$ cat src/swtr_pkg.sv
// shared types, constants and handshake structs for the tile residency block
package swtr_pkg;

  // window geometry
  localparam int VIEW_RADIUS = 1;
  localparam int SIDE        = 2 * VIEW_RADIUS + 1;
  localparam int SLOTS       = SIDE * SIDE;
  localparam int SLOT_W      = $clog2(SLOTS);
  localparam int CNT_W       = $clog2(SLOTS + 1);
  localparam int POS_W       = (SIDE > 1) ? $clog2(SIDE) : 1;

  // field widths
  localparam int CAM_W  = 32;
  localparam int TILE_W = 24;
  localparam int LG_W   = 4;
  localparam int CFG_IDX_W = 4;

  // register indexes
  localparam logic [CFG_IDX_W-1:0] CFG_TILE_WIDTH_LOG2 = CFG_IDX_W'(0);
  localparam logic [CFG_IDX_W-1:0] CFG_TILE_DEPTH_LOG2 = CFG_IDX_W'(1);

  localparam logic [LG_W-1:0] LG_RESET = LG_W'(7);

  // input word
  typedef struct packed {
    logic signed [CAM_W-1:0] cam_x;
    logic signed [CAM_W-1:0] cam_z;
  } in_word_t;

  // result word
  typedef struct packed {
    logic signed [TILE_W-1:0] tile_x;
    logic signed [TILE_W-1:0] tile_y;
    logic [3:0]               slot;
    logic                     last;
  } out_word_t;

  // controller to datapath
  typedef struct packed {
    logic take;       // input side open
    logic calc;       // compute centres, clear counters
    logic step;       // advance window position
    logic use_prev;   // walk the previous window, test against new centre
    logic push_gone;  // record current tile as leaving
    logic emit;       // load output register and slot store
    logic emit_fill;  // first-fill emit: slot follows position
    logic finish;     // commit centre, mark window filled
  } ctl_cmd_t;

  // datapath to controller
  typedef struct packed {
    logic filled;
    logic pos_end;
    logic near;
    logic out_free;
  } ctl_sts_t;

endpackage

$ cat src/swtr_dp.sv
// datapath: centres, window walk, slot store, leaving list and output register
module swtr_dp (
  input  logic                           clk,
  input  logic                           rst_n,
  input  logic                           cfg_we,
  input  logic [swtr_pkg::CFG_IDX_W-1:0] cfg_index,
  input  logic [swtr_pkg::LG_W-1:0]      cfg_data,
  input  logic                           in_valid,
  input  swtr_pkg::in_word_t             in_word,
  output logic                           out_valid,
  input  logic                           out_stall,
  output swtr_pkg::out_word_t            out_word,
  input  swtr_pkg::ctl_cmd_t             cmd,
  output swtr_pkg::ctl_sts_t             sts
);
  import swtr_pkg::*;

  localparam logic signed [TILE_W-1:0] RAD = TILE_W'(VIEW_RADIUS);

  // centre tile, rounded half away from zero
  function automatic logic [TILE_W-1:0] centre_of(logic [CAM_W-1:0] raw, logic [LG_W-1:0] lg);
    logic        neg;
    logic [32:0] mag;
    logic [4:0]  s;
    logic [33:0] sum;
    logic [33:0] q;
    neg = raw[CAM_W-1];
    mag = neg ? (33'h1_0000_0000 - {1'b0, raw}) : {1'b0, raw};
    s   = {1'b0, lg} + 5'd8;
    sum = {1'b0, mag} + (34'd1 << (s - 5'd1));
    q   = sum >> s;
    return neg ? (TILE_W'(0) - q[TILE_W-1:0]) : q[TILE_W-1:0];
  endfunction

  // wrapped distance within the radius
  function automatic logic near_axis(logic [TILE_W-1:0] t, logic [TILE_W-1:0] c);
    logic signed [TILE_W-1:0] d;
    d = $signed(t - c);
    return (d >= -RAD) && (d <= RAD);
  endfunction

  logic [LG_W-1:0]   lg_x_r, lg_z_r;
  in_word_t          cam_r;
  logic              filled_r;
  logic [TILE_W-1:0] cen_x_r, cen_y_r;
  logic [TILE_W-1:0] prev_x_r, prev_y_r;
  logic [POS_W-1:0]  col_r, row_r;
  logic [CNT_W-1:0]  gone_n_r, head_r;
  logic [TILE_W-1:0] store_x_r [SLOTS];
  logic [TILE_W-1:0] store_y_r [SLOTS];
  logic [TILE_W-1:0] gone_x_r  [SLOTS];
  logic [TILE_W-1:0] gone_y_r  [SLOTS];
  out_word_t         out_r;
  logic              out_valid_r, out_valid_nxt;

  logic [TILE_W-1:0] base_x, base_y, ref_x, ref_y, tile_x, tile_y;
  logic [TILE_W-1:0] gx, gy;
  logic [SLOT_W-1:0] pos_idx, match_slot, wr_slot;
  logic              pos_end, head_last;

  // current window position and its tile
  always_comb begin
    base_x  = cmd.use_prev ? prev_x_r : cen_x_r;
    base_y  = cmd.use_prev ? prev_y_r : cen_y_r;
    ref_x   = cmd.use_prev ? cen_x_r : prev_x_r;
    ref_y   = cmd.use_prev ? cen_y_r : prev_y_r;
    tile_x  = base_x + (TILE_W'(col_r) - TILE_W'(VIEW_RADIUS));
    tile_y  = base_y + (TILE_W'(row_r) - TILE_W'(VIEW_RADIUS));
    pos_end = (col_r == POS_W'(SIDE - 1)) && (row_r == POS_W'(SIDE - 1));
    pos_idx = SLOT_W'(int'(row_r) * SIDE + int'(col_r));
  end

  // slot of the next leaving tile, first match wins, slot 0 if none
  always_comb begin
    gx         = gone_x_r[head_r[SLOT_W-1:0]];
    gy         = gone_y_r[head_r[SLOT_W-1:0]];
    match_slot = '0;
    if (head_r < gone_n_r) begin
      for (int i = SLOTS - 1; i >= 0; i--) begin
        if (store_x_r[i] == gx && store_y_r[i] == gy) match_slot = SLOT_W'(i);
      end
    end
    head_last = (CNT_W'(head_r + CNT_W'(1)) == gone_n_r);
    wr_slot   = cmd.emit_fill ? pos_idx : match_slot;
  end

  // output register handshake
  always_comb begin
    out_valid_nxt = out_valid_r;
    if (cmd.emit)      out_valid_nxt = 1'b1;
    else if (!out_stall) out_valid_nxt = 1'b0;
  end

  // configuration registers
  always_ff @(posedge clk) begin
    if (!rst_n) begin
      lg_x_r <= LG_RESET;
      lg_z_r <= LG_RESET;
    end else if (cfg_we) begin
      unique case (cfg_index)
        CFG_TILE_WIDTH_LOG2: lg_x_r <= cfg_data;
        CFG_TILE_DEPTH_LOG2: lg_z_r <= cfg_data;
        default: ;
      endcase
    end
  end

  // control state of the datapath
  always_ff @(posedge clk) begin
    if (!rst_n) begin
      filled_r    <= 1'b0;
      prev_x_r    <= '0;
      prev_y_r    <= '0;
      col_r       <= '0;
      row_r       <= '0;
      gone_n_r    <= '0;
      head_r      <= '0;
      out_valid_r <= 1'b0;
    end else begin
      out_valid_r <= out_valid_nxt;
      if (cmd.calc) begin
        col_r    <= '0;
        row_r    <= '0;
        gone_n_r <= '0;
        head_r   <= '0;
      end
      if (cmd.step) begin
        if (col_r == POS_W'(SIDE - 1)) begin
          col_r <= '0;
          row_r <= pos_end ? '0 : POS_W'(row_r + POS_W'(1));
        end else begin
          col_r <= POS_W'(col_r + POS_W'(1));
        end
      end
      if (cmd.push_gone) gone_n_r <= CNT_W'(gone_n_r + CNT_W'(1));
      if (cmd.emit && !cmd.emit_fill) head_r <= CNT_W'(head_r + CNT_W'(1));
      if (cmd.finish) begin
        filled_r <= 1'b1;
        prev_x_r <= cen_x_r;
        prev_y_r <= cen_y_r;
      end
    end
  end

  // payload registers
  always_ff @(posedge clk) begin
    if (cmd.take && in_valid) cam_r <= in_word;
    if (cmd.calc) begin
      cen_x_r <= centre_of(cam_r.cam_x, lg_x_r);
      cen_y_r <= centre_of(cam_r.cam_z, lg_z_r);
    end
    if (cmd.push_gone) begin
      gone_x_r[gone_n_r[SLOT_W-1:0]] <= tile_x;
      gone_y_r[gone_n_r[SLOT_W-1:0]] <= tile_y;
    end
    if (cmd.emit) begin
      store_x_r[wr_slot] <= tile_x;
      store_y_r[wr_slot] <= tile_y;
      out_r.tile_x       <= $signed(tile_x);
      out_r.tile_y       <= $signed(tile_y);
      out_r.slot         <= 4'(wr_slot);
      out_r.last         <= cmd.emit_fill ? pos_end : head_last;
    end
  end

  assign out_valid    = out_valid_r;
  assign out_word     = out_r;
  assign sts.filled   = filled_r;
  assign sts.pos_end  = pos_end;
  assign sts.near     = near_axis(tile_x, ref_x) && near_axis(tile_y, ref_y);
  assign sts.out_free = ~out_valid_r | ~out_stall;

endmodule

$ cat config.mk
export PLATFORM = sky130hd
export DESIGN_NAME = swtr_dp
export DESIGN_NICKNAME = d
export VERILOG_FILES = /design/src/swtr_pkg.sv /design/src/swtr_dp.sv
export SDC_FILE = /design/constraint.sdc
export NUM_CORES = 2
export LEC_CHECK = 0
export ABC_AREA = 0
export BUFFER_PORTS_ARGS = -buffer_cell sky130_fd_sc_hd__buf_4
export CELL_PAD_IN_SITES_DETAIL_PLACEMENT = 1
export CELL_PAD_IN_SITES_GLOBAL_PLACEMENT = 1
export CORE_ASPECT_RATIO = 1.2
export CORE_MARGIN = 5
export CORE_UTILIZATION = 57
export DETAILED_ROUTE_END_ITERATION = 10
export GPL_TIMING_DRIVEN = 1
export PLACE_DENSITY_LB_ADDON = 0.1
export SLEW_MARGIN = 20
export SYNTH_ARGS = -nofsm -noshare
export SYNTH_HDL_FRONTEND = slang
export SYNTH_SLANG_ARGS = --single-unit
$ cat constraint.sdc
create_clock -name clk -period 22.4 [get_ports clk]
set_clock_uncertainty 0.2 [all_clocks]
set_input_delay 0 -clock clk [delete_from_list [all_inputs] [get_ports clk]]
set_output_delay 0 -clock clk [all_outputs]
set_load 0.1 [all_outputs]
==> results by group <==
Global route
  • Vias in the first global route: 46470
  • Initial antenna violation count: 9
  • Congestion Overflow GR: 0
  • Busiest grt layer: met2
  • Pin count of the biggest net entering global routing: 71
  • GRT Total Usage: 0.365
  • Met1 usage: 0.413
  • GRT met2 Usage: 0.644
  • Met3 GRT Util: 0.0654
  • First-pass GRT wire length: 304000 um

Timing
  • RSZ-0062 raised after global routing: false
  • Max Clk Rate: 0.110 GHz
  • Fin Hold WS: 0.0222 ns
  • Worst Tran Pin Value: 1.37 ns
  • Final period demand of the worst path: 9.11 ns
  • Final period utilization: 0.407
  • # setup viols final: 0
  • Final hold vios: 0
  • TNS Setup: 0 ns
  • Slew headroom: 0.0787
  • Final Slew Violations: 0

Worst setup path
  • CP bufs+invs: 2
  • Max incr delay on CP: 0.87 ns
  • WS Path Type: reg -> out
  • CP required: 22.20 ns
  • Critical Path Source: row_r[0]
  • Crit-path slowest cell: xnor2_2
  • Most frequent CP cell: ha_1
  • Critical-path cell list: inv_1 > ha_1 > ha_1 > a211oi_1 > o21bai_1 > a21oi_2 > o21ai_0 > o311ai_0 > o21ai_0 > xnor2_2 > ha_1 > nand2_1 > or4_1 > nor2_1 > nor3_1 > a221oi_1 > a21oi_1 > xnor2_1 > or4_1 > or3b_1 > o41ai_1 > nand4bb_1 > a22oi_1 > buf_4
  • CP delay by family, top: compound AO/OA/AOI/OAI gates
  • FF-to-FF path depth: 16
  • Reg-to-reg endpoint: store_x_r[1][2]
  • Startpoint types: flop
  • CP max FO: 24
  • Critical Path AT: 8.91 ns
  • Setup crit end kind: output pin
  • R2R setup slack: 14.23 ns
  • CP Depth: 24

Power
  • Pwr/cell area: 107 nW/um^2
  • Total power: 7.27 mW
  • Seq pwr share: 0.374
  • Comb power frac: 0.374
  • Pleak: 24.1 nW
  • Psw: 2.79 mW
  • Internal: 4.48 mW
  • Clock power share: 0.252
  • Sw frac: 0.384
  • Peak VDD IR: 0.0699 mV

Synth
  • Synth Register Bits: 1103
  • Top_reg_cell synth: edfxtp_1
  • Post-synthesis compound-gate area fraction: 0.104
  • Synth Warn #: 0
  • Multiplexer area fraction after synthesis: 0.0856
  • Asr flop ratio synth: 0
  • Mapped cell area: 59300 um^2
  • Syn Inst Count: 4686
  • Area fraction of the dominant cell type after synthesis: 0.521
  • Synth area leaders: edfxtp_1 (52%), xnor2_1 (5.1%), xor2_1 (5.1%)
  • Post-synth top area cell: edfxtp_1
  • XOR/XNOR Fraction of Synth Area: 0.104
  • EDFF count, synth: 1029
  • Netlist cell types: 122
  • Largest family of logic cells by synthesized area: compound AO/OA/AOI/OAI gates
  • Seq/Total Area, Yosys: 0.546
  • Synth Area in Adders: 0.0361
  • Mean area per synthesized cell: 12.7 um^2
  • Post-Synth Simple-Gate Area: 0.101

Clock tree
  • Cts bufs inserted: 106
  • CTS Sinks: 1103
  • TritonCTS clock tree: built
  • Clock insertion delay at the later pin of the skew report: 0.78 ns
  • Resize count post-CTS: 0
  • Clock Tree Buf Depth: 3
  • Root cell of the clock tree: clkbuf_16
  • H-tree depth: 3
  • Register clock-pin slew on the reported worst setup and hold paths: 0.06 ns

Place
  • I/O Buffers: 142
  • Placed insts: 6127
  • Placer Congestion: 0.926
  • Placed wire-length estimate: 129000 um

Detailed routing
  • Antenna viol nets, final: 0
  • Via count: 43164
  • Post-Route WL: 205000 um
  • Vias per Instance: 6.65
  • Drc violations: 0
  • DR WL/cell: 31.6 um
  • 1st-pass router iterations: 6
  • DRT iter0 DRCs: 4268

Cells and area
  • Filler instances: 9835
  • Fin nets: 5270
  • Share of cells above drive strength 1: 0.145
  • Post-layout util: 0.659
  • Final Non-Filler Cells: 6491
  • Syn-to-layout area delta: 14.5%

Floorplanning
  • Die H: 363 um
  • Rows: 129
  • Die area: 111000 um^2
  • Top Ports: 143
  • Die span in x: 304 um
  • Core area: 103000 um^2
  • Initial Util: 0.575

Run
  • Max Cap Violations: 0

Hold path
  • Hold depth: 2
  • Hold Path Origin: cmd[6]
  • Endpoint, Worst Hold: cen_y_r[5]
  • Worst hold-check path type: in -> reg

Run status
  • Outcome: completed
[synth_stat cells, types with 20 or more instances]
library cell / number
mux4_2: 110
edfxtp_1: 1029
nand3_1: 73
mux2i_1: 189
xor2_1: 343
nor3_1: 74
nand2_1: 223
xnor2_1: 345
a21o_1: 81
a21oi_1: 198
and2_1: 39
nand4_1: 108
o22ai_1: 24
nor2b_1: 75
o21bai_1: 22
ha_1: 158
or3_1: 40
and3_1: 31
o21a_1: 30
buf_2: 46
clkbuf_1: 141
inv_1: 109
mux2_2: 52
nor4_1: 89
buf_1: 24
o21ai_0: 134
or2_2: 21
nand2b_1: 35
a31oi_1: 21
or4_1: 20
o211ai_1: 26
o31ai_1: 51
dfxtp_1: 74
a211oi_1: 39
nor2_1: 265
a221oi_1: 22
[cell families after synthesis]
logic type,count (synthesis)
muxes,357
buffers and inverters,332
other,1
adders and majority gates,168
and+or+nand+nor,1153
AOI/OAI and AO/OA,877
xor gates and xnor gates,695
DFF,1103
[what timing repair did]
item / in CTS / in global routing
endpoints found under the hold margin: 562 / 0
setup buffers: 0 / 0
hold buffers: 160 / 0
[per-stage QoR]
stage | setup slack (ns) | instance area (um^2)
after floorplan | 12.96 | 59400
after global placement | 14.37 | 62800
after detailed placement | 14.30 | 62800
after CTS | 13.42 | 67900
after global routing | 12.86 | 67900
final | 13.29 | 67900
[power by group through the flow]
stage	sequential, mW	combinational, mW	clock (mW)
finish	2.72	2.72	1.84
detailed placement	2.76	2.57	0
global placement	2.74	2.50	0
global route	2.73	2.83	1.96
CTS	2.72	2.64	1.84
floorplan	2.91	1.46	0
[flip-flops by register name (all words and copies together), names as in the netlist, 24 cells and up, named ones only]
register	count
gone_x_r	216
gone_y_r	216
store_x_r	216
store_y_r	216
cam_r	64
out_word	53
cen_x_r	24
cen_y_r	24
prev_x_r	24
prev_y_r	24
[cells in the final DEF, fill, tap and decap left out, types with 40 or more instances in the layout]
master / instances
o31ai_1: 51
edfxtp_1: 1029
clkbuf_16: 108
mux2i_1: 189
nand2_1: 223
ha_1: 157
o21ai_0: 134
mux2_2: 52
nor3_1: 65
a21o_1: 81
inv_1: 109
a21oi_1: 173
or3_1: 40
nor4_1: 89
nand3_1: 73
xor2_1: 333
nor2_1: 259
nor2b_1: 75
mux4_2: 110
xnor2_1: 319
dlygate4sd3_1: 160
nand4_1: 108
dfxtp_1: 70
buf_4: 256
[cell type report]
class	instances	area, um^2	share of cell area
clock buffers	136	2840	0.0418
repair buffers	417	3540	0.0522
diodes	2	5.00	0.0000737
flip-flops and latches	1103	32400	0.477
multi-input cells	3280	26400	0.388
inverters	113	424	0.00624
clock inverters	65	644	0.00949
well taps	1375	1720	0.0253
[metal layers]
layer  part of all wire  routed length [um]  vias up
met5            0.00020                  41        -
met4              0.076               15500        6
met3              0.078               15900      721
met2               0.50              103000     2211
met1               0.34               70700    21687
li1                   -                   -    18539
[worst max path at each step]
stage	slack, ns	to
final	13.29	sts[1]
after global routing	12.86	sts[1]
after CTS	13.42	sts[1]
after detailed placement	14.30	sts[1]
after global placement	14.37	sts[1]
after floorplan	12.96	sts[1]
No activity file was read; power rests on OpenSTA's default activity.
