$ cat src/swtr_pkg.sv
// shared types, constants and handshake structs for the tile residency block
package swtr_pkg;

  // window geometry
  localparam int VIEW_RADIUS = 1;
  localparam int SIDE        = 2 * VIEW_RADIUS + 1;
  localparam int SLOTS       = SIDE * SIDE;
  localparam int SLOT_W      = $clog2(SLOTS);
  localparam int CNT_W       = $clog2(SLOTS + 1);
  localparam int POS_W       = (SIDE > 1) ? $clog2(SIDE) : 1;

  // field widths
  localparam int CAM_W  = 32;
  localparam int TILE_W = 24;
  localparam int LG_W   = 4;
  localparam int CFG_IDX_W = 4;

  // register indexes
  localparam logic [CFG_IDX_W-1:0] CFG_TILE_WIDTH_LOG2 = CFG_IDX_W'(0);
  localparam logic [CFG_IDX_W-1:0] CFG_TILE_DEPTH_LOG2 = CFG_IDX_W'(1);

  localparam logic [LG_W-1:0] LG_RESET = LG_W'(7);

  // input word
  typedef struct packed {
    logic signed [CAM_W-1:0] cam_x;
    logic signed [CAM_W-1:0] cam_z;
  } in_word_t;

  // result word
  typedef struct packed {
    logic signed [TILE_W-1:0] tile_x;
    logic signed [TILE_W-1:0] tile_y;
    logic [3:0]               slot;
    logic                     last;
  } out_word_t;

  // controller to datapath
  typedef struct packed {
    logic take;       // input side open
    logic calc;       // compute centres, clear counters
    logic step;       // advance window position
    logic use_prev;   // walk the previous window, test against new centre
    logic push_gone;  // record current tile as leaving
    logic emit;       // load output register and slot store
    logic emit_fill;  // first-fill emit: slot follows position
    logic finish;     // commit centre, mark window filled
  } ctl_cmd_t;

  // datapath to controller
  typedef struct packed {
    logic filled;
    logic pos_end;
    logic near;
    logic out_free;
  } ctl_sts_t;

endpackage

$ cat src/swtr_ctrl.sv
// sequencer for the tile residency block
module swtr_ctrl (
  input  logic              clk,
  input  logic              rst_n,
  input  logic              in_valid,
  input  swtr_pkg::ctl_sts_t sts,
  output swtr_pkg::ctl_cmd_t cmd
);
  import swtr_pkg::*;

  typedef enum logic [2:0] {
    ST_IDLE,
    ST_CALC,
    ST_FILL,
    ST_GONE,
    ST_NEWS,
    ST_DONE
  } state_t;

  state_t state_r, state_nxt;

  // next state and commands
  always_comb begin
    cmd       = '0;
    state_nxt = state_r;
    unique case (state_r)
      ST_IDLE: begin
        cmd.take = 1'b1;
        if (in_valid) state_nxt = ST_CALC;
      end
      ST_CALC: begin
        cmd.calc  = 1'b1;
        state_nxt = sts.filled ? ST_GONE : ST_FILL;
      end
      ST_FILL: begin
        if (sts.out_free) begin
          cmd.emit      = 1'b1;
          cmd.emit_fill = 1'b1;
          cmd.step      = 1'b1;
          if (sts.pos_end) state_nxt = ST_DONE;
        end
      end
      ST_GONE: begin
        cmd.use_prev  = 1'b1;
        cmd.step      = 1'b1;
        cmd.push_gone = ~sts.near;
        if (sts.pos_end) state_nxt = ST_NEWS;
      end
      ST_NEWS: begin
        // tiles already resident are skipped
        if (sts.near) begin
          cmd.step = 1'b1;
          if (sts.pos_end) state_nxt = ST_DONE;
        end else if (sts.out_free) begin
          cmd.emit = 1'b1;
          cmd.step = 1'b1;
          if (sts.pos_end) state_nxt = ST_DONE;
        end
      end
      ST_DONE: begin
        cmd.finish = 1'b1;
        state_nxt  = ST_IDLE;
      end
      default: state_nxt = ST_IDLE;
    endcase
  end

  // state register
  always_ff @(posedge clk) begin
    if (!rst_n) begin
      state_r <= ST_IDLE;
    end else begin
      state_r <= state_nxt;
    end
  end

endmodule

$ cat config.mk
export PLATFORM = sky130hd
export DESIGN_NAME = swtr_ctrl
export DESIGN_NICKNAME = d
export VERILOG_FILES = /design/src/swtr_pkg.sv /design/src/swtr_ctrl.sv
export SDC_FILE = /design/constraint.sdc
export NUM_CORES = 1
export LEC_CHECK = 0
export BUFFER_PORTS_ARGS = -buffer_cell sky130_fd_sc_hd__buf_2
export CELL_PAD_IN_SITES_DETAIL_PLACEMENT = 0
export CELL_PAD_IN_SITES_GLOBAL_PLACEMENT = 1
export CORE_AREA = 2 2 39 41
export DETAILED_ROUTE_END_ITERATION = 8
export DIE_AREA = 0 0 41 43
export PLACE_DENSITY_LB_ADDON = 0.1
export SLEW_MARGIN = 20
export SYNTH_ARGS = -nofsm -noshare
export SYNTH_HDL_FRONTEND = slang
export SYNTH_SLANG_ARGS = --single-unit
$ cat constraint.sdc
create_clock -name clk -period 2.8 [get_ports clk]
set_input_delay 0.28 -clock clk [delete_from_list [all_inputs] [get_ports clk]]
set_output_delay 0.28 -clock clk [all_outputs]
set_load 0.01 [all_outputs]
==> results.cfg, run 1 <==
[status]
status = completed

[global_routing]
grt_use_total_pct = 11.3
gr-total-overflow = 0
antenna_found_initial = 0
grt_pass1_vias = 355
grt_pass1_wl_mm = 1.37
grt_max_degree = 13

[clocking]
numCtsBuffers = 3
cts_setup_buffers = 0
cts-resized-gates = 0
cts_tree = done
clk_pin_slew_worst_paths_ns = 0.04
clk_latency_ns = 0.23
cts_max_path_buffers = 2
htreeDepth = 1
root_buffer = clkbuf_4
clock_sinks = 3
cts.hold.buffers_added = 0

[cells_and_area]
design_area_um2 = 382
diodes = 0
drive_gt1_share_pct = 34.5
fillCellCount = 166
area_growth_pct = 30.3
multiInputGateArea_um2 = 186
finish.utilization_pct = 27.6
largest_register_ffs = 3
final_nets = 63
seq_area_um2 = 60.1
top_regs = state_r x3
regMostFlops = state_r

[drt]
dr.pass1.iters = 3
wl_per_cell_um = 10.7
ant_nets = 0
drt_iter0_drc = 1
vias_per_cell = 4.62
drc = 0
routed_wl_um = 757
num_vias = 328

[min_path]
min_path_type = input port to flop

[power]
power_density_nw_per_um2 = 708
peakVddDrop_v = 0.000161
p_leak_nw = 0.176

[synth]
synth_seq_cells = 3
synth_fp_nets = 47
synth.distinct_cells = 22
ys_top_cells_by_count = inv_1, nor2_1, nor3_1, dfxtp_1, nand2b_1
ys_seq_area_share_pct = 20.5
syn_inst = 40
synth_top_cell_by_area = dfxtp_1
ys.flop_type = dfxtp_1
yosys_warnings = 0
async_reset_ff_share_pct = 0
syn_avg_cell_area_um2 = 7.32
synth_area_leaders = dfxtp_1, buf_6, nor3_1
yosysMostFrequentCell = inv_1
synth_edf_count = 0
synth_top_area_share_pct = 20.5
syn_area_um2 = 293

[sta]
rsz0062_at_grt = false
timing.hold.ws_ns = 0.330
tightest_slew_ns = 0.393
setup_viol = 0
fin_crit_ns = 1.76
fin_crit_sh_pct = 62.9
drv_slew = 0
finalSetupTns_ns = 0
finalHoldViolCount = 0
fmax_mhz = 567
relSlewSlack_pct = 73.8
fin_worst_skew_ns = 0.00524

[worst_setup_path]
crit_path_start_kind = flop
crit_buf_inv = 1
critPathArrivalTime_ns = 1.48
endpoint_kind = primary output
crit_slowest_cell = dfxtp_1
cp_max_fo = 12
crit_chain = nand2b_1 > or2_1 > nor2_1 > buf_2
crit_required_ns = 2.52
cpLargestDelayFamily = simple AND/OR/NAND/NOR gates
critPathKind = flop to primary output
cpPeakStageDelay_ns = 0.55

[die]
core_area_um2 = 1380
initial_core_util_pct = 21.2
die_area_um2 = 1760
chipHeight_um = 43
io_pins = 15
dieWidth_um = 41
num_rows = 14

[placement]
routabilityCongestion = 0.696
placed_area_um2 = 355
hpwl_um = 608
portBuffers = 14

[flow_run]
maxCapViolCount = 0
[logic make-up after synthesis]
family,count (synthesis),synth area share (%)
flip-flops,3,20.5
buffers and inverters,8,15.8
AND/OR/NAND/NOR,18,32.5
multiplexers,1,3.42
AO/OA/AOI/OAI,10,27.8
[power by group]
group | switching (mW) | total, mW | internal, mW | leakage (nW)
combinational | 0.0599 | 0.116 | 0.0563 | 0.136
sequential | 0.0266 | 0.0792 | 0.0526 | 0.0247
clock | 0.0216 | 0.0749 | 0.0533 | 0.0150
total | 0.108 | 0.270 | 0.162 | 0.176
[worst min-delay path, delay by kind of cell]
family	cells	cell delay [ns]
and+or+nand+nor	1	0.05
buffers and inverters	2	0.19
[stage by stage]
| step | setup WS, ns | cells | total power, mW |
|---|---|---|---|
| 2_1_floorplan | 1.47 | 40 | 0.173 |
| 3_3_place_gp | 1.32 | 67 | 0.198 |
| 4_1_cts | 1.02 | 71 | 0.277 |
| 3_5_place_dp | 1.28 | 67 | 0.199 |
| 6_report | 1.04 | 71 | 0.270 |
| 5_1_grt | 0.910 | 71 | 0.295 |
[layout by cell type (no fill, tap or decap)]
| cell type | netlist | routed |
|---|---|---|
| buf_2 | 1 | 14 |
| inv_1 | 5 | 5 |
| nor3_1 | 4 | 4 |
| nor2_1 | 4 | 4 |
| nand2b_1 | 3 | 3 |
| clkbuf_4 | 0 | 3 |
| dfxtp_1 | 3 | 3 |
| a21oi_1 | 2 | 2 |
| nand2_1 | 2 | 2 |
| a31oi_1 | 2 | 2 |
| or2_1 | 1 | 1 |
| nand3_1 | 1 | 1 |
| o22ai_1 | 1 | 1 |
| or3b_1 | 1 | 1 |
| nor3b_1 | 1 | 1 |
| o2111ai_1 | 1 | 1 |
| o21ai_0 | 1 | 1 |
| mux2i_1 | 1 | 1 |
| a21boi_1 | 1 | 1 |
| nor2b_1 | 1 | 1 |
| a2111oi_2 | 1 | 1 |
| o32ai_2 | 1 | 1 |
| clkbuf_1 | 0 | 1 |
[worst paths after layout]
path	from	to	slack (ns)	cells past startpoint
max reg2reg	state_r[1]	state_r[0]	1.47	4
min reg2reg	state_r[2]	state_r[1]	0.65	1
min	rst_n	state_r[1]	0.33	3
max	state_r[1]	cmd[3]	1.04	4
[area by class of cell]
class	instances	area share (%)
Multi-Input combinational cell	29	48.9
Timing Repair Buffer	14	18.4
Sequential cell	3	15.7
Clock buffer	4	6.89
Tap cell	16	5.25
Inverter	5	4.92
[routing by layer]
metal,global-route usage (%),routed length [µm],up-vias
met5,0,0,-
met2,18.8,393,9
met4,8.00,0,0
li1,-,-,170
met3,2.09,50,0
met1,11.9,313,149
Power figures use the tool's default switching activity.
==> run 2: changes to the inputs <==
- ABC_AREA: default -> 1
- clock period: 2.8 -> 1.7 ns (I/O delays scaled with it)
==> results.cfg, run 2 <==
[drt]
drc = 0
vias_per_cell = 4.41
wl_per_cell_um = 8.19
ant_nets = 0
routed_wl_um = 639
drt_iter0_drc = 2
dr.pass1.iters = 3
num_vias = 344

[flow_run]
maxCapViolCount = 0

[synth]
async_reset_ff_share_pct = 0
yosys_warnings = 0
syn_avg_cell_area_um2 = 5.89
ys.flop_type = dfxtp_1
ys_top_cells_by_count = inv_1, nand3_1, nand2_1, nor2_1, dfxtp_1
synth_edf_count = 0
synth_area_leaders = dfxtp_1, nand3_1, inv_1
syn_inst = 45
synth.distinct_cells = 15
ys_seq_area_share_pct = 22.6
yosysMostFrequentCell = inv_1
synth_seq_cells = 3
syn_area_um2 = 265
synth_top_area_share_pct = 22.6
synth_top_cell_by_area = dfxtp_1
synth_fp_nets = 52

[clocking]
cts-resized-gates = 0
cts_max_path_buffers = 2
clock_sinks = 3
cts_tree = done
numCtsBuffers = 3
cts.hold.buffers_added = 0
htreeDepth = 1
root_buffer = clkbuf_4
clk_pin_slew_worst_paths_ns = 0.04
cts_setup_buffers = 0
clk_latency_ns = 0.23

[cells_and_area]
drive_gt1_share_pct = 35.5
regMostFlops = state_r
layout_common_cells = buf_2, inv_1, nand3_1
design_area_um2 = 370
area_growth_pct = 39.6
final_common_cell = buf_2
largest_register_ffs = 3
top_regs = state_r x3
multiInputGateArea_um2 = 149
fillCellCount = 169
seq_area_um2 = 60.1
diodes = 0
final_nets = 70

[global_routing]
grt_pass1_vias = 258
antenna_found_initial = 0
grt_pass1_wl_um = 979
grt_max_degree = 9
grt_use_total_pct = 8.72
gr-total-overflow = 0

[die]
io_pins = 15
initial_core_util_pct = 19.2
num_rows = 14
die_area_um2 = 1760
dieWidth_um = 41
core_area_um2 = 1380
chipHeight_um = 43

[placement]
routabilityCongestion = 0.628
placed_area_um2 = 344
portBuffers = 14
hpwl_um = 537

[sta]
setup_viol = 0
fin_crit_sh_pct = 82.9
finalSetupTns_ns = 0
fin_worst_skew_ns = 0.000388
timing.hold.ws_ns = 0.135
fin_crit_ns = 1.41
finalHoldViolCount = 0
tightest_slew_ns = 0.281
relSlewSlack_pct = 81.3
drv_slew = 0
fmax_mhz = 710
rsz0062_at_grt = false

[worst_setup_path]
crit_path_start_kind = flop
cpPeakStageDelay_ns = 0.38
endpoint = cmd[2]
worstReg2RegEnd = state_r[0]
endpoint_kind = primary output
r2r_cells = 6
crit_chain = nor2_1 > nand2_1 > o31ai_1 > buf_2
critPathKind = flop to primary output
r2r_slack_ns = 0.49
r2r-start = state_r[1]
critPathArrivalTime_ns = 1.24
cp_max_fo = 8
startpoint = state_r[1]
crit_slowest_cell = dfxtp_1
crit_required_ns = 1.53

[power]
p_leak_nw = 0.232
power_frac_comb_pct = 43.1
p_seq_share_pct = 27.2
peakVddDrop_v = 0.000419
pwr-share-clk_pct = 29.7
intPower_mw = 0.249
switching_share_pct = 40.3
power_density_nw_per_um2 = 1130
switchingPower_mw = 0.168

[min_path]
min_path_type = input port to flop

[status]
status = completed
## run 2: cell count changes in the layout (fill, tap and decap cells not counted), moves of 2 or more
cell and change:
nand3_1 +7, inv_1 +5, nand2_1 +5, nand2b_1 -3
a31oi_1 -2, inv_2 +2, nand4_1 +2, nor3_1 -2
## run 2: worst max-delay path, delay by kind of cell (launching register included)
kind | cells | cell delay (ns)
buf+inv | 1 | 0.16
simple gates | 2 | 0.28
compound gates | 1 | 0.19
flops | 1 | 0.38
## run 2: worst min-delay path by stage
stage / startpoint / slack [ns] / cells past startpoint / endpoint
floorplan: rst_n / 0.27 / 2 / state_r[1]
global placement: rst_n / 0.37 / 3 / state_r[1]
detailed placement: rst_n / 0.37 / 3 / state_r[1]
CTS: rst_n / 0.13 / 3 / state_r[1]
global route: rst_n / 0.15 / 3 / state_r[1]
finish: rst_n / 0.14 / 3 / state_r[1]
## run 2: power by group through the flow
stage	clock network, mW	logic (mW)	registers [mW]
2_1_floorplan	0	0.145	0.100
3_3_place_gp	0	0.186	0.117
3_5_place_dp	0	0.183	0.115
4_1_cts	0.133	0.184	0.114
5_1_grt	0.136	0.207	0.116
6_report	0.124	0.180	0.113
## run 2: cell families after synthesis
logic type | Yosys count | synth area share, %
compound gates | 3 | 7.55
flops | 3 | 22.6
buf+inv | 13 | 21.2
simple gates | 26 | 48.6
## run 2: cell type report
| cell class | instances | share of cell area (%) |
|---|---|---|
| inverters | 12 | 12.2 |
| clock buffers | 4 | 7.09 |
| flip-flops and latches | 3 | 16.2 |
| repair buffers | 14 | 18.9 |
| well taps | 16 | 5.41 |
| multi-input cells | 29 | 40.2 |
## run 2: per-layer routing
layer / share of wire (%) / wire (µm) / track usage (%) / vias up
met5: 0 / 0 / 0 / -
met4: 0 / 0 / 8.00 / 0
met3: 5.2 / 33 / 3.14 / 0
met2: 49 / 315 / 10.9 / 6
met1: 45 / 290 / 10.9 / 156
li1: - / - / - / 182
## run 2: through the flow
| step | util [%] | instances | total power, mW | worst slack, ns |
|---|---|---|---|---|
| 2_1_floorplan | - | 45 | 0.245 | 0.507 |
| 3_3_place_gp | 24.9 | 74 | 0.304 | 0.447 |
| 3_5_place_dp | 24.9 | 74 | 0.298 | 0.484 |
| 4_1_cts | 26.8 | 78 | 0.431 | 0.252 |
| 5_1_grt | 26.8 | 78 | 0.458 | 0.190 |
| 6_report | 26.8 | 78 | 0.418 | 0.291 |
==> run 3: changes to the inputs <==
- clock period: 1.7 -> 1.2 ns (I/O delays scaled with it)
==> results.cfg, run 3 (synthesis gave the netlist of run 2 again) <==
[status]
status = finished with violations
failed_checks = negative setup slack

[clocking]
cts_max_path_buffers = 2
cts_tree = done
clk_latency_ns = 0.23
numCtsBuffers = 3
clock_sinks = 3
clk_pin_slew_worst_paths_ns = 0.03
root_buffer = clkbuf_4
htreeDepth = 1

[cells_and_area]
area_growth_pct = 64.6
fillCellCount = 163
stdcell_count = 82
final_nets = 74
drive_gt1_share_pct = 51.5
diodes = 0
final_common_cell = buf_2
design_area_um2 = 437
top_regs = state_r x3
regMostFlops = state_r
layout_common_cells = buf_2, inv_1, nand3_1
largest_register_ffs = 3

[sta]
timing.hold.ws_ns = 0.0885
rsz0062_at_grt = true
timing.final.ws_setup_ns = -0.0373
fin_crit_sh_pct = 103
fin_worst_skew_ns = 0.00157
tightest_slew_ns = 0.267
fmax_mhz = 808
setup_viol = 2
fin_crit_ns = 1.24
drv_slew = 0
finalHoldViolCount = 0
finalSetupTns_ns = -0.0549
relSlewSlack_pct = 82.0

[die]
core_area_um2 = 1380
dieWidth_um = 41
num_rows = 14
chipHeight_um = 43
die_area_um2 = 1760
io_pins = 15
initial_core_util_pct = 19.2

[placement]
placed_area_um2 = 352
hpwl_um = 567
portBuffers = 14
routabilityCongestion = 0.612
place_inst = 75

[min_path]
min-delay-start = rst_n
min_path_type = input port to flop

[drt]
wl_per_cell_um = 8.93
wl_met2_um = 397
routed_wl_um = 732
drc = 0
top_layer = met4
vias_per_cell = 4.35
routed-wl-met3_um = 28
route.layer.met1.wl_um = 298
dr.pass1.iters = 2
num_vias = 357
ant_nets = 0
drt_iter0_drc = 2

[flow_run]
maxCapViolCount = 0

[global_routing]
grt_pass1_vias = 329
antenna_found_initial = 0
grt_max_degree = 7
grt_use_total_pct = 10.6
grt_pass1_wl_mm = 1.21
gr-total-overflow = 0

[worst_setup_path]
crit_required_ns = 1.08
cp_max_fo = 6
crit_path_start_kind = flop
endpoint_kind = primary output
crit_chain = nor2_4 > nand2_2 > o31ai_2 > buf_2
critPathKind = flop to primary output
r2r-start = state_r[2]
cpPeakStageDelay_ns = 0.36
critPathArrivalTime_ns = 1.12
crit_slowest_cell = dfxtp_4
startpoint = state_r[0]

[power]
peakVddDrop_v = 0.000528
finalPower_mw = 0.677
power_density_nw_per_um2 = 1550
p_leak_nw = 0.259
run 3: cell count changes in the layout (fill, tap and decap cells not counted), sizes merged:
cell / previous run / this run
buf: 14 / 18
run 3: metrics by stage:
step	setup WS [ns]	utilization (%)
after floorplan	0.00724	-
after global placement	0.0320	25.4
after detailed placement	0.0707	25.4
after CTS	-0.0726	31.4
after global routing	-0.0925	31.6
final	-0.0373	31.6
run 3: final timing paths:
kind	endpoint	slack (ns)	cells past startpoint
worst max-delay path	cmd[2]	-0.04	4
worst min-delay path	state_r[1]	0.09	3
worst max register to register	state_r[0]	0.10	7
worst min register to register	state_r[0]	0.69	4
run 3: critical path: cells and delay by family (launching register included):
| family | cells | cell delay [ns] |
|---|---|---|
| DFF | 1 | 0.36 |
| AOI/OAI and AO/OA | 1 | 0.17 |
| and+or+nand+nor | 2 | 0.18 |
| buffers and inverters | 1 | 0.16 |
run 3: power by group:
group / internal [mW] / switching (mW)
logic: 0.153 / 0.173
clock network: 0.124 / 0.0480
registers: 0.131 / 0.0465
total: 0.409 / 0.268
run 3: what timing repair did:
action / in CTS / in global routing
resized for setup: 11 / 2
setup endpoints to repair: 6 / 7
buffers inserted: 4 / 0
pin swaps: 2 / 2
hold buffers: 0 / 0
run 3: routing by layer:
metal	up-vias	GRT usage, %
met3	2	3.14
li1	186	-
met2	8	15.6
met5	-	0
met1	161	11.2
met4	0	10.0
run 3: final cells by class:
cell class                 count  area, µm²  area share, %
tap                           16       20.0           4.58
multi-input combinational     29        171           39.3
inverter                      12       47.5           10.9
clock buffer                   4       26.3           6.02
sequential                     3       71.3           16.3
timing repair buffer          18        100           22.9
